<file path="config.mk">
export PLATFORM = sky130hd
export DESIGN_NAME = three_channel_moving_average_unit
export DESIGN_NICKNAME = d
export VERILOG_FILES = /design/src/sv/tcma_pkg.sv /design/src/sv/tcma_cell.sv /design/src/sv/tcma_div.sv /design/src/sv/three_channel_moving_average_unit.sv
export SDC_FILE = /design/constraint.sdc
export NUM_CORES = 1
export LEC_CHECK = 0
export BUFFER_PORTS_ARGS = -buffer_cell sky130_fd_sc_hd__buf_4
export CAP_MARGIN = 20
export CORE_ASPECT_RATIO = 1.2
export CORE_MARGIN = 8
export CORE_UTILIZATION = 51
export CTS_CLUSTER_DIAMETER = 100
export CTS_CLUSTER_SIZE = 24
export DETAILED_ROUTE_END_ITERATION = 10
export PLACE_DENSITY = 0.73
export SKIP_CTS_REPAIR_TIMING = 1
export SLEW_MARGIN = 20
export SYNTH_ARGS = -nofsm -noshare
export SYNTH_HDL_FRONTEND = slang
export SYNTH_SLANG_ARGS = --single-unit
</file>
<file path="constraint.sdc">
create_clock -name aclk -period 17.96 [get_ports aclk]
set_input_delay 1.796 -clock aclk [delete_from_list [all_inputs] [get_ports aclk]]
set_output_delay 1.796 -clock aclk [all_outputs]
set_load 0.005 [all_outputs]
</file>
<file path="src/sv/tcma_pkg.sv">
// Shared types and constants for the three-channel moving average unit.
// Depends on nothing; the other files that use it refer to it by scoped names.

package tcma_pkg;

    // Widths of the raw sample words and of the result fields.
    localparam int RAW_W    = 16;
    localparam int GAS_W    = 20;
    localparam int TEMP_W   = 15;
    localparam int HUM_W    = 14;
    localparam int USED_W   = 4;

    // Gas is reported in sixteenths, so its sum is shifted up before division.
    localparam int GAS_SHIFT = 4;
    // Temperature and humidity words have a full scale of 65536.
    localparam int SCALE_SHIFT = 16;
    localparam int MUL_W = 15;

    // Scale factors in hundredths of a degree and of a percent.
    localparam logic [MUL_W-1:0]         TEMP_MUL    = 15'd17500;
    localparam logic [MUL_W-1:0]         HUM_MUL     = 15'd10000;
    localparam logic signed [TEMP_W-1:0] TEMP_OFFSET = -15'sd4500;

    // One set of raw words, as held by one cell of the sample chain.
    typedef struct packed {
        logic [RAW_W-1:0] gas;
        logic [RAW_W-1:0] temp;
        logic [RAW_W-1:0] hum;
    } sample_t;

    // Sequencer states of the top level.
    typedef enum logic [2:0] {
        ST_IDLE,
        ST_SCALE,
        ST_START,
        ST_DIV,
        ST_DONE
    } state_t;

endpackage

</file>
<file path="src/sv/tcma_cell.sv">
// One cell of the sample chain: holds one set of raw words and passes it on.
// Depends on tcma_pkg for the sample type.

module tcma_cell (
    input  logic              aclk,
    input  logic              shift_en,
    input  tcma_pkg::sample_t sample_in,
    output tcma_pkg::sample_t sample_out
);

    tcma_pkg::sample_t sample_reg;

    // The cell takes its upstream neighbour's item whenever the chain shifts.
    always_ff @(posedge aclk) begin
        if (shift_en) begin
            sample_reg <= sample_in;
        end
    end

    assign sample_out = sample_reg;

endmodule

</file>
<file path="src/sv/tcma_div.sv">
// Restoring unsigned divider, one quotient bit per clock cycle.
// Stands alone; the top level instantiates one per channel.

module tcma_div #(
    parameter int DIVIDEND_W = 24,
    parameter int DIVISOR_W  = 4
) (
    input  logic                  aclk,
    input  logic                  aresetn,
    input  logic                  start,
    input  logic [DIVIDEND_W-1:0] dividend,
    input  logic [DIVISOR_W-1:0]  divisor,
    output logic                  busy,
    output logic [DIVIDEND_W-1:0] quotient
);

    localparam int CNT_W = $clog2(DIVIDEND_W + 1);

    logic                  busy_reg;
    logic [CNT_W-1:0]      cnt_reg;
    logic [DIVIDEND_W-1:0] quo_reg;
    logic [DIVIDEND_W-1:0] quo_next;
    logic [DIVISOR_W-1:0]  rem_reg;
    logic [DIVISOR_W-1:0]  rem_next;
    logic [DIVISOR_W-1:0]  den_reg;
    logic [DIVISOR_W:0]    partial;
    logic [DIVISOR_W:0]    diff;
    logic                  fits;

    // Control: count down one step per cycle after a start.
    always_ff @(posedge aclk) begin
        if (!aresetn) begin
            busy_reg <= 1'b0;
            cnt_reg  <= '0;
        end else if (start) begin
            busy_reg <= 1'b1;
            cnt_reg  <= CNT_W'(DIVIDEND_W);
        end else if (busy_reg) begin
            cnt_reg <= cnt_reg - CNT_W'(1);
            if (cnt_reg == CNT_W'(1)) begin
                busy_reg <= 1'b0;
            end
        end
    end

    // Datapath: the dividend shifts out at the top as the quotient shifts in.
    always_ff @(posedge aclk) begin
        if (start) begin
            quo_reg <= dividend;
            rem_reg <= '0;
            den_reg <= divisor;
        end else if (busy_reg) begin
            quo_reg <= quo_next;
            rem_reg <= rem_next;
        end
    end

    // One trial subtraction; the remainder always stays below the divisor.
    always_comb begin
        partial  = {rem_reg, quo_reg[DIVIDEND_W-1]};
        diff     = partial - {1'b0, den_reg};
        fits     = (partial >= {1'b0, den_reg});
        rem_next = fits ? diff[DIVISOR_W-1:0] : partial[DIVISOR_W-1:0];
        quo_next = {quo_reg[DIVIDEND_W-2:0], fits};
    end

    assign busy     = busy_reg;
    assign quotient = quo_reg;

endmodule

</file>
<file path="src/sv/three_channel_moving_average_unit.sv">
// An accepted item passes through the scale, start, divide and done states of the sequencer,
// with the division done by the bit-serial dividers; no new item is accepted until its result
// is loaded, and DIV_W = 20 + clog2(WINDOW) is the width of the scaled gas sum.
// Reset (aresetn, synchronous, active low) clears the sums, fill count, sequencer
// and output valid; the sample chain is not cleared, as it is read only once full.
// Depends on tcma_pkg, tcma_cell and tcma_div.

module three_channel_moving_average_unit #(
    parameter int WINDOW = 10
) (
    input  logic                                aclk,
    input  logic                                aresetn,
    input  logic                                s_valid,
    output logic                                s_ready,
    input  logic [tcma_pkg::RAW_W-1:0]          s_raw_gas,
    input  logic [tcma_pkg::RAW_W-1:0]          s_raw_temp,
    input  logic [tcma_pkg::RAW_W-1:0]          s_raw_hum,
    output logic                                m_valid,
    input  logic                                m_ready,
    output logic [tcma_pkg::GAS_W-1:0]          m_gas_mean,
    output logic signed [tcma_pkg::TEMP_W-1:0]  m_temp_mean,
    output logic [tcma_pkg::HUM_W-1:0]          m_hum_mean,
    output logic [tcma_pkg::USED_W-1:0]         m_samples_used
);

    localparam int SUM_W  = tcma_pkg::RAW_W + $clog2(WINDOW);
    localparam int CNT_W  = $clog2(WINDOW + 1);
    localparam int DIV_W  = SUM_W + tcma_pkg::GAS_SHIFT;
    localparam int PROD_W = SUM_W + tcma_pkg::MUL_W;

    tcma_pkg::state_t  state_reg;
    tcma_pkg::state_t  state_next;
    tcma_pkg::sample_t cell_q [WINDOW];
    tcma_pkg::sample_t oldest;
    tcma_pkg::sample_t in_sample;

    logic              accept;
    logic              full;
    logic              div_start;
    logic              load_out;
    logic [2:0]        div_busy;
    logic [CNT_W-1:0]  fill_reg;
    logic [SUM_W-1:0]  gas_sum_reg;
    logic [SUM_W-1:0]  gas_sum_next;
    logic [SUM_W-1:0]  temp_sum_reg;
    logic [SUM_W-1:0]  temp_sum_next;
    logic [SUM_W-1:0]  hum_sum_reg;
    logic [SUM_W-1:0]  hum_sum_next;
    logic [PROD_W-1:0] temp_prod_reg;
    logic [PROD_W-1:0] hum_prod_reg;
    logic [DIV_W-1:0]  gas_dividend;
    logic [DIV_W-1:0]  temp_dividend;
    logic [DIV_W-1:0]  hum_dividend;
    logic [DIV_W-1:0]  gas_quo;
    logic [DIV_W-1:0]  temp_quo;
    logic [DIV_W-1:0]  hum_quo;

    logic                               m_valid_reg;
    logic [tcma_pkg::GAS_W-1:0]         gas_mean_reg;
    logic signed [tcma_pkg::TEMP_W-1:0] temp_mean_reg;
    logic [tcma_pkg::HUM_W-1:0]         hum_mean_reg;
    logic [tcma_pkg::USED_W-1:0]        used_reg;

    assign accept    = s_valid && s_ready;
    assign in_sample = '{gas: s_raw_gas, temp: s_raw_temp, hum: s_raw_hum};

    // Sample chain: the newest item enters cell 0, the oldest sits in the last cell.
    for (genvar i = 0; i < WINDOW; i++) begin : g_chain
        if (i == 0) begin : g_head
            tcma_cell u_cell (
                .aclk       (aclk),
                .shift_en   (accept),
                .sample_in  (in_sample),
                .sample_out (cell_q[i])
            );
        end else begin : g_body
            tcma_cell u_cell (
                .aclk       (aclk),
                .shift_en   (accept),
                .sample_in  (cell_q[i-1]),
                .sample_out (cell_q[i])
            );
        end
    end

    assign oldest = cell_q[WINDOW-1];
    assign full   = (fill_reg == CNT_W'(WINDOW));

    // Running sums: drop the item leaving the window once it is full, add the new one.
    always_comb begin
        gas_sum_next  = gas_sum_reg - (full ? SUM_W'(oldest.gas) : '0)
                        + SUM_W'(s_raw_gas);
        temp_sum_next = temp_sum_reg - (full ? SUM_W'(oldest.temp) : '0)
                        + SUM_W'(s_raw_temp);
        hum_sum_next  = hum_sum_reg - (full ? SUM_W'(oldest.hum) : '0)
                        + SUM_W'(s_raw_hum);
    end

    always_ff @(posedge aclk) begin
        if (!aresetn) begin
            fill_reg     <= '0;
            gas_sum_reg  <= '0;
            temp_sum_reg <= '0;
            hum_sum_reg  <= '0;
        end else if (accept) begin
            gas_sum_reg  <= gas_sum_next;
            temp_sum_reg <= temp_sum_next;
            hum_sum_reg  <= hum_sum_next;
            if (!full) begin
                fill_reg <= fill_reg + CNT_W'(1);
            end
        end
    end

    // Scale the temperature and humidity sums to hundredths before dividing.
    always_ff @(posedge aclk) begin
        if (state_reg == tcma_pkg::ST_SCALE) begin
            temp_prod_reg <= PROD_W'(temp_sum_reg) * PROD_W'(tcma_pkg::TEMP_MUL);
            hum_prod_reg  <= PROD_W'(hum_sum_reg) * PROD_W'(tcma_pkg::HUM_MUL);
        end
    end

    assign gas_dividend  = {gas_sum_reg, {tcma_pkg::GAS_SHIFT{1'b0}}};
    assign temp_dividend = DIV_W'(temp_prod_reg >> tcma_pkg::SCALE_SHIFT);
    assign hum_dividend  = DIV_W'(hum_prod_reg >> tcma_pkg::SCALE_SHIFT);

    // One divider per channel, all divided by the number of samples held.
    tcma_div #(.DIVIDEND_W(DIV_W), .DIVISOR_W(CNT_W)) u_div_gas (
        .aclk     (aclk),
        .aresetn  (aresetn),
        .start    (div_start),
        .dividend (gas_dividend),
        .divisor  (fill_reg),
        .busy     (div_busy[0]),
        .quotient (gas_quo)
    );

    tcma_div #(.DIVIDEND_W(DIV_W), .DIVISOR_W(CNT_W)) u_div_temp (
        .aclk     (aclk),
        .aresetn  (aresetn),
        .start    (div_start),
        .dividend (temp_dividend),
        .divisor  (fill_reg),
        .busy     (div_busy[1]),
        .quotient (temp_quo)
    );

    tcma_div #(.DIVIDEND_W(DIV_W), .DIVISOR_W(CNT_W)) u_div_hum (
        .aclk     (aclk),
        .aresetn  (aresetn),
        .start    (div_start),
        .dividend (hum_dividend),
        .divisor  (fill_reg),
        .busy     (div_busy[2]),
        .quotient (hum_quo)
    );

    // Sequencer state register.
    always_ff @(posedge aclk) begin
        if (!aresetn) begin
            state_reg <= tcma_pkg::ST_IDLE;
        end else begin
            state_reg <= state_next;
        end
    end

    // Sequencer next state and strobes.
    always_comb begin
        state_next = state_reg;
        s_ready    = 1'b0;
        div_start  = 1'b0;
        load_out   = 1'b0;
        case (state_reg)
            tcma_pkg::ST_IDLE: begin
                s_ready = 1'b1;
                if (s_valid) begin
                    state_next = tcma_pkg::ST_SCALE;
                end
            end
            tcma_pkg::ST_SCALE: begin
                state_next = tcma_pkg::ST_START;
            end
            tcma_pkg::ST_START: begin
                div_start  = 1'b1;
                state_next = tcma_pkg::ST_DIV;
            end
            tcma_pkg::ST_DIV: begin
                if (!div_busy[0]) begin
                    state_next = tcma_pkg::ST_DONE;
                end
            end
            tcma_pkg::ST_DONE: begin
                if (!m_valid_reg || m_ready) begin
                    load_out   = 1'b1;
                    state_next = tcma_pkg::ST_IDLE;
                end
            end
            default: begin
                state_next = tcma_pkg::ST_IDLE;
            end
        endcase
    end

    // Output register: holds a result item until the consumer takes it.
    always_ff @(posedge aclk) begin
        if (!aresetn) begin
            m_valid_reg <= 1'b0;
        end else if (load_out) begin
            m_valid_reg <= 1'b1;
        end else if (m_ready) begin
            m_valid_reg <= 1'b0;
        end
    end

    always_ff @(posedge aclk) begin
        if (load_out) begin
            gas_mean_reg  <= gas_quo[tcma_pkg::GAS_W-1:0];
            temp_mean_reg <= $signed(temp_quo[tcma_pkg::TEMP_W-1:0])
                             + tcma_pkg::TEMP_OFFSET;
            hum_mean_reg  <= hum_quo[tcma_pkg::HUM_W-1:0];
            used_reg      <= tcma_pkg::USED_W'(fill_reg);
        end
    end

    assign m_valid        = m_valid_reg;
    assign m_gas_mean     = gas_mean_reg;
    assign m_temp_mean    = temp_mean_reg;
    assign m_hum_mean     = hum_mean_reg;
    assign m_samples_used = used_reg;

`ifndef SYNTH
    // The fill count never passes the window length.
    a_fill_bound: assert property (@(posedge aclk) disable iff (!aresetn)
        fill_reg <= CNT_W'(WINDOW))
        else $error("fill count above window length");

    // Each accepted item grows the fill count by one until the window is full.
    a_fill_step: assert property (@(posedge aclk) disable iff (!aresetn)
        accept |=> (fill_reg == $past(fill_reg) + CNT_W'(1)) || (fill_reg == CNT_W'(WINDOW)))
        else $error("fill count did not advance on an accepted item");

    // The three channel dividers run in lock step.
    a_div_lockstep: assert property (@(posedge aclk) disable iff (!aresetn)
        (div_busy[0] == div_busy[1]) && (div_busy[0] == div_busy[2]))
        else $error("channel dividers out of step");

    // A delivered temperature never falls below the scale offset.
    a_temp_range: assert property (@(posedge aclk) disable iff (!aresetn)
        m_valid |-> (m_temp_mean >= tcma_pkg::TEMP_OFFSET))
        else $error("temperature mean below range");
`endif

endmodule

</file>
Word-level counts from Yosys, hierarchy flattened
Cells that the tools add are included.

word-level totals
  flip-flop bits (word level) = 770
  bits in latches = 0
  memory bits (writable) = 0
  ROM bits = 0
  bits of input ports = 52
  output and inout port bits = 55
  word-level logic and storage cells = 142
  memories = 0

operators by class
  $add $sub $neg = 14
  multiply operators = 2
  div/mod/pow operators = 0
  $lt $le $gt $ge = 3
  equality and inequality tests = 11
  shifts and indexed selects = 0
  multiplexer cells = 37
  bitwise gates (word level) = 2
  reduce and logical (&&, ||, !) cells = 11

operators by type and width
  kind                      count
  $add A20 B16 Y20          3
  $sub A20 B16 Y20          3
  $mux W19                  3
  $mux W16                  3
  $mux W24                  2
  $mul A20 B13 Y33 const B  1
  $mul A20 B10 Y30 const B  1
  $mux W5                   6
  $mux W18                  1
  $add A15 B14 Y15 const B  1
  $eq A5 B1 Y1 const B      3
  $ge A5 B4 Y1              3
  $mux W1                   15
  $pmux W3 S5               1
  $sub A5 B1 Y5 const B     3
  $mux W4                   3
  $sub A4 B4 Y4             3
  $mux W3                   3
  $reduce_bool A2 Y1        4
  $eq A3 B2 Y1 const B      2
  $ne A2 B2 Y1 const B      3
  $add A4 B1 Y4 const B     1
  $eq A4 B4 Y1 const B      1
  $eq A3 B1 Y1 const B      1
  9 further kinds           10

Longest topological paths before layout
  depth after elaboration = 5
  depth in mapped cells = 21
  gate-level depth less buffers = 21

Hierarchy
Synthesis repeated with hierarchy kept, for this count alone.

unflattened totals
  cells, all modules = 2529
  area total of the unflattened synthesis = 35840.6 µm²

by module, submodules not included
  module                             times used  cells an instance  area each (µm²)  seq. area each (µm²)
  three_channel_moving_average_unit  1           1677               16154.2          4063.9
  tcma_cell                          10          48                 1441.4           1441.4
  tcma_div at u_div_gas ...          2           124                1757.9           1041.0
  tcma_div at u_div_temp             1           124                1756.7           1041.0

Least setup slack after synthesis
Ideal clock, no wire load.

  path type = input to register
  start point = in s_valid
  end point = reg gas_sum_reg[9]
  data arrival time = 15489 ps
  setup slack = 1712 ps
  stages on the path = 4
  cells stage by stage = nand2_1 -> inv_2 -> buf_1 -> a211oi_1

on the way
  word-level cells in the longest chain between the ends = 1

ends and longest elaborated chain
  element                 RTL line                                  RTL
  start: declaration      three_channel_moving_average_unit.sv:13   input logic s_valid,
  $logic_and A1 B1 Y1     three_channel_moving_average_unit.sv:64   assign accept = s_valid && s_ready;
  via accept              three_channel_moving_average_unit.sv:37   logic accept;
  end signal: assignment  three_channel_moving_average_unit.sv:106  gas_sum_reg <= gas_sum_next;
  end: declaration        three_channel_moving_average_unit.sv:43   logic [SUM_W-1:0] gas_sum_reg;

The timed path passes the listed nets, and every way through them passes these cells.
A chain may end at the register's enable or synchronous reset.

Worst setup path in the final report
  start point = reg hum_sum_reg[4]
  end point = reg hum_prod_reg[28] (data pin)

on the way
  word-level cells in the longest chain between the ends = 1

ends and longest elaborated chain
  element                   RTL line                                  RTL
  start: declaration        three_channel_moving_average_unit.sv:47   logic [SUM_W-1:0] hum_sum_reg;
  start signal: assignment  three_channel_moving_average_unit.sv:108  hum_sum_reg <= hum_sum_next;
  $mul A20 B10 Y30          three_channel_moving_average_unit.sv:119  hum_prod_reg <= PROD_W'(hum_sum_reg) * PROD_W'(tcma_pkg::HUM_MUL);
  end signal: assignment    three_channel_moving_average_unit.sv:119
  end: declaration          three_channel_moving_average_unit.sv:50   logic [PROD_W-1:0] hum_prod_reg;

Every way passes these cells.

==> metrics.md <==
| Metric | Value |
|---|---|
| Hold WC Path Type | `flop to flop` |
| Compound-gate portion of the synthesized area | `0.0599` |
| Final Hold Vio Count | `0` |
| Yosys cell types | `67` |
| Max-slew headroom | `0.312` |
| Worst-path maximum fanout | `4` |
| Routed WL | `a little over 60,000 um` |
| Power Dens Cells | `140 nW/um2` |
| GRT Overall Usage | `0.157` |
| Die height | `approximately 300 um` |
| Nets | `3,263` |
| Vias in the first global route | `between 15,000 and 20,000` |
| DP HPWL | `around 44,000 um` |
| R2r setup slk | `12,660 ps` |
| Die ar. | `78,100 um2` |
| CTS tree | `yes` |
| GPL Wtd Cong | `around 0.86` |
| CP Capture Type | `flop` |
| GRT busiest layer | `met2` |
| #FFs+latches synth | `approximately 740` |
| Sequential cell area fraction in the yosys report | `0.599` |
| Leakage | `approximately 0.016 uW` |
| Nature of the critical path startpoint | `flop` |
| CORE AREA | `69,200 um2` |
| Routed vias/inst | `a little over 5` |
| Synth Area in Simple Gates | `0.0738` |
| Worst r2r src | `hum_sum_reg[4]` |
| CTS sink cnt | `about 740` |
| Hold path start | `g_chain[5].g_body.u_cell.sample_out[12]` |
| Multiplexer share of the synthesized area | `0.00650` |
| Reg2reg path depth | `19` |
| CTS buffer count | `37` |
| Worst-margin pin slew | `slightly above 1000 ps` |
| Pre-antenna DRT Iters | `5` |
| FP Rows | `106` |
| Slew Limit Fails | `0` |
| Arrival time worst endpoint | `5650 ps` |
| Fill cell total of the finished layout | `5,634` |
| Fraction of layout cells with a size suffix above 1 | `0.0658` |
| MaxCap Viol Count | `0` |
| Post-synthesis xor/xnor area fraction | `0.0237` |
| Max reg flops | `432` |
| Clock Skew | `33.7 ps` |
| Initial Utilization | `0.511` |
| Number of synthesis warnings | `0` |
| GR met1 Demand/Resource | `0.218` |
| Worst R2R End | `hum_prod_reg[28]` |
| RSZ-0062 raised after global routing | `false` |
| Largest net degree at the start of global routing | `115` |
| Maximum vdd drop | `about 0.00010 V` |
| Die Width | `approximately 260 um` |
| Final Setup Violations | `0` |
| Combinational family with the most area after synthesis | `adder cells` |
| First-pass GRT wire length | `approximately 100,000 um` |
| Crit. Startpoint | `hum_sum_reg[4]` |
| First DRT Iteration DRCs | `1,156` |
| Worst EP required | `~18,000 ps` |
| Post-route minimum period | `5300 ps` |
| DR DRC count | `0` |
| Bufs on Longest Clock Path | `3` |
| Port Buffers | `~110` |
| Synth Area in Adders | `0.185` |
| Setup TNS | `0 ps` |
| Grt met3 use | `0.0239` |
| CTS H-tree lvls | `2` |
| CTS root buffer | `clkbuf_16` |
| Cells after DPL | `roughly 3,700` |
| Ant diodes | `0` |
| Synth-to-layout area growth | `8.39%` |
| Top FF cell, synth | `edfxtp_1` |
| Antenna violations before repair | `0` |
| Cell Area, Synth | `approximately 35,000 um2` |
| Fmax | `around 190 MHz` |
| Post-Synthesis Cells | `approximately 2,700` |
| Hold Crit Endpoint | `g_chain[6].g_body.u_cell.sample_out[12]` |
| Top-Level Pins | `between 100 and 150` |
| Met2 Track Usage GR | `0.261` |
| Clk_lat worst skew | `roughly 600 ps` |
| Synthesized area per cell | `around 13 um2` |
| Post-synth EDFFs | `632` |
| CP Class | `flop to flop` |
| DR vias | `about 19,000` |
| Post-Layout Cell Count | `about 3,700` |
| Status | `finished clean` |
| Hold depth | `0` |
| Worst-path clk slew | `100 ps` |
| Mapped Nets | `between 3,000 and 4,000` |
| Wirelength per Cell | `16.5 um` |
| GR Overflow Total | `0` |
| Antenna Nets Post-Route | `0` |
| Period Utilization, post-route | `0.295` |
| Async SR Flop Fraction | `0` |
synthesized netlist by cell type (all sizes together) (14+ instances only):
cell	number	area, um2
and2	56	350
nand2	218	818
a21o	30	225
dfxtp	112	2240
a21oi	128	641
xor2	41	359
nor2b	16	100
clkbuf	45	169
ha	272	3400
o21ai	81	409
nand2b	22	138
nor2	109	409
a211oi	24	195
nand3	50	250
o21a	14	105
edfxtp	632	19000
inv	435	1630
xnor2	55	482
nor3	26	130
mux2i	23	230
fa	157	3140
per-layer routing:
layer	part of all wire	up-vias
met1	0.47	9310
met2	0.47	293
li1	-	9361
met4	0.021	0
met5	0	-
met3	0.037	86
power by group:
| part | internal [uW] | switching (uW) | total (uW) | leakage (uW) |
|---|---|---|---|---|
| registers | 2190 | 132 | 2320 | 0.00690 |
| clock network | 402 | 523 | 925 | 0.000519 |
| logic | 873 | 1260 | 2130 | 0.00851 |
worst max-delay path: stages, from the launching register on:
cell	delay, ps
dfxtp_1	400
inv_1	160
fa_1	570
inv_1	50
ha_1	270
inv_1	50
fa_1	530
inv_1	40
ha_1	300
fa_1	460
ha_1	340
o2111ai_1	120
a21oi_1	100
o41ai_1	510
o21ai_1	150
a41oi_1	390
a21boi_0	190
o21a_1	220
nor2_1	130
xnor2_1	80
layout make-up:
cell class | instances | area, um2 | area share
inverters | 435 | 1640 | 0.0427
repair buffers | 121 | 912 | 0.0238
clock buffers | 63 | 1020 | 0.0267
well taps | 918 | 1150 | 0.0299
clock inverters | 5 | 65.1 | 0.00170
flip-flops and latches | 744 | 21200 | 0.553
multi-input cells | 1443 | 12400 | 0.322
placed cells by master, fill, tap and decap left out, types with 13 or more instances in the layout:
| master | synthesis | routed |
|---|---|---|
| clkbuf_16 | 0 | 37 |
| o21a_1 | 14 | 14 |
| o21ai_0 | 70 | 70 |
| a21o_1 | 30 | 30 |
| nand2_1 | 218 | 217 |
| xor2_1 | 41 | 41 |
| fa_1 | 157 | 157 |
| nor2b_1 | 16 | 16 |
| nor3_1 | 26 | 26 |
| nor2_1 | 109 | 108 |
| buf_4 | 0 | 120 |
| clkbuf_1 | 45 | 26 |
| a211oi_1 | 21 | 21 |
| and2_1 | 56 | 56 |
| inv_1 | 434 | 432 |
| mux2i_1 | 23 | 23 |
| and3_1 | 13 | 13 |
| dfxtp_1 | 112 | 112 |
| nand2b_1 | 22 | 22 |
| nand3_1 | 50 | 50 |
| a21oi_1 | 128 | 128 |
| edfxtp_1 | 632 | 632 |
| ha_1 | 272 | 272 |
| xnor2_1 | 55 | 55 |
kinds of logic (layout without fill, tap and decap cells):
logic type               after synthesis  in the layout
AO/OA/AOI/OAI                        337            337
XOR/XNOR                              96             96
adder cells (fa/ha/maj)              429            429
buffers and inverters                489            624
flip-flops                           744            744
multiplexers                          23             23
AND/OR/NAND/NOR                      558            558
worst max-delay path by stage:
stage	end	slack, ps	depth (start not counted)
3_3_place_gp	hum_prod_reg[33]	12750	19
3_5_place_dp	hum_prod_reg[33]	12680	19
6_report	hum_prod_reg[28]	12660	19
4_1_cts	hum_prod_reg[33]	12620	19
5_1_grt	hum_prod_reg[33]	12230	19
2_1_floorplan	gas_sum_reg[9]	1710	4
metrics by stage:
stage | power, uW | util | setup WS, ps | cell area, um2 | hold WS [ps]
after floorplan | 4030 | - | 1710 | 35400 | 400
after global placement | 4410 | 0.539 | 12750 | 37300 | 400
after detailed placement | 4490 | 0.539 | 12680 | 37300 | 405
after CTS | 5440 | 0.554 | 12620 | 38400 | 396
after global routing | 5810 | 0.554 | 12230 | 38400 | 410
final | 5380 | 0.554 | 12660 | 38400 | 401
Note: power is estimated with default switching activity, not from simulation.
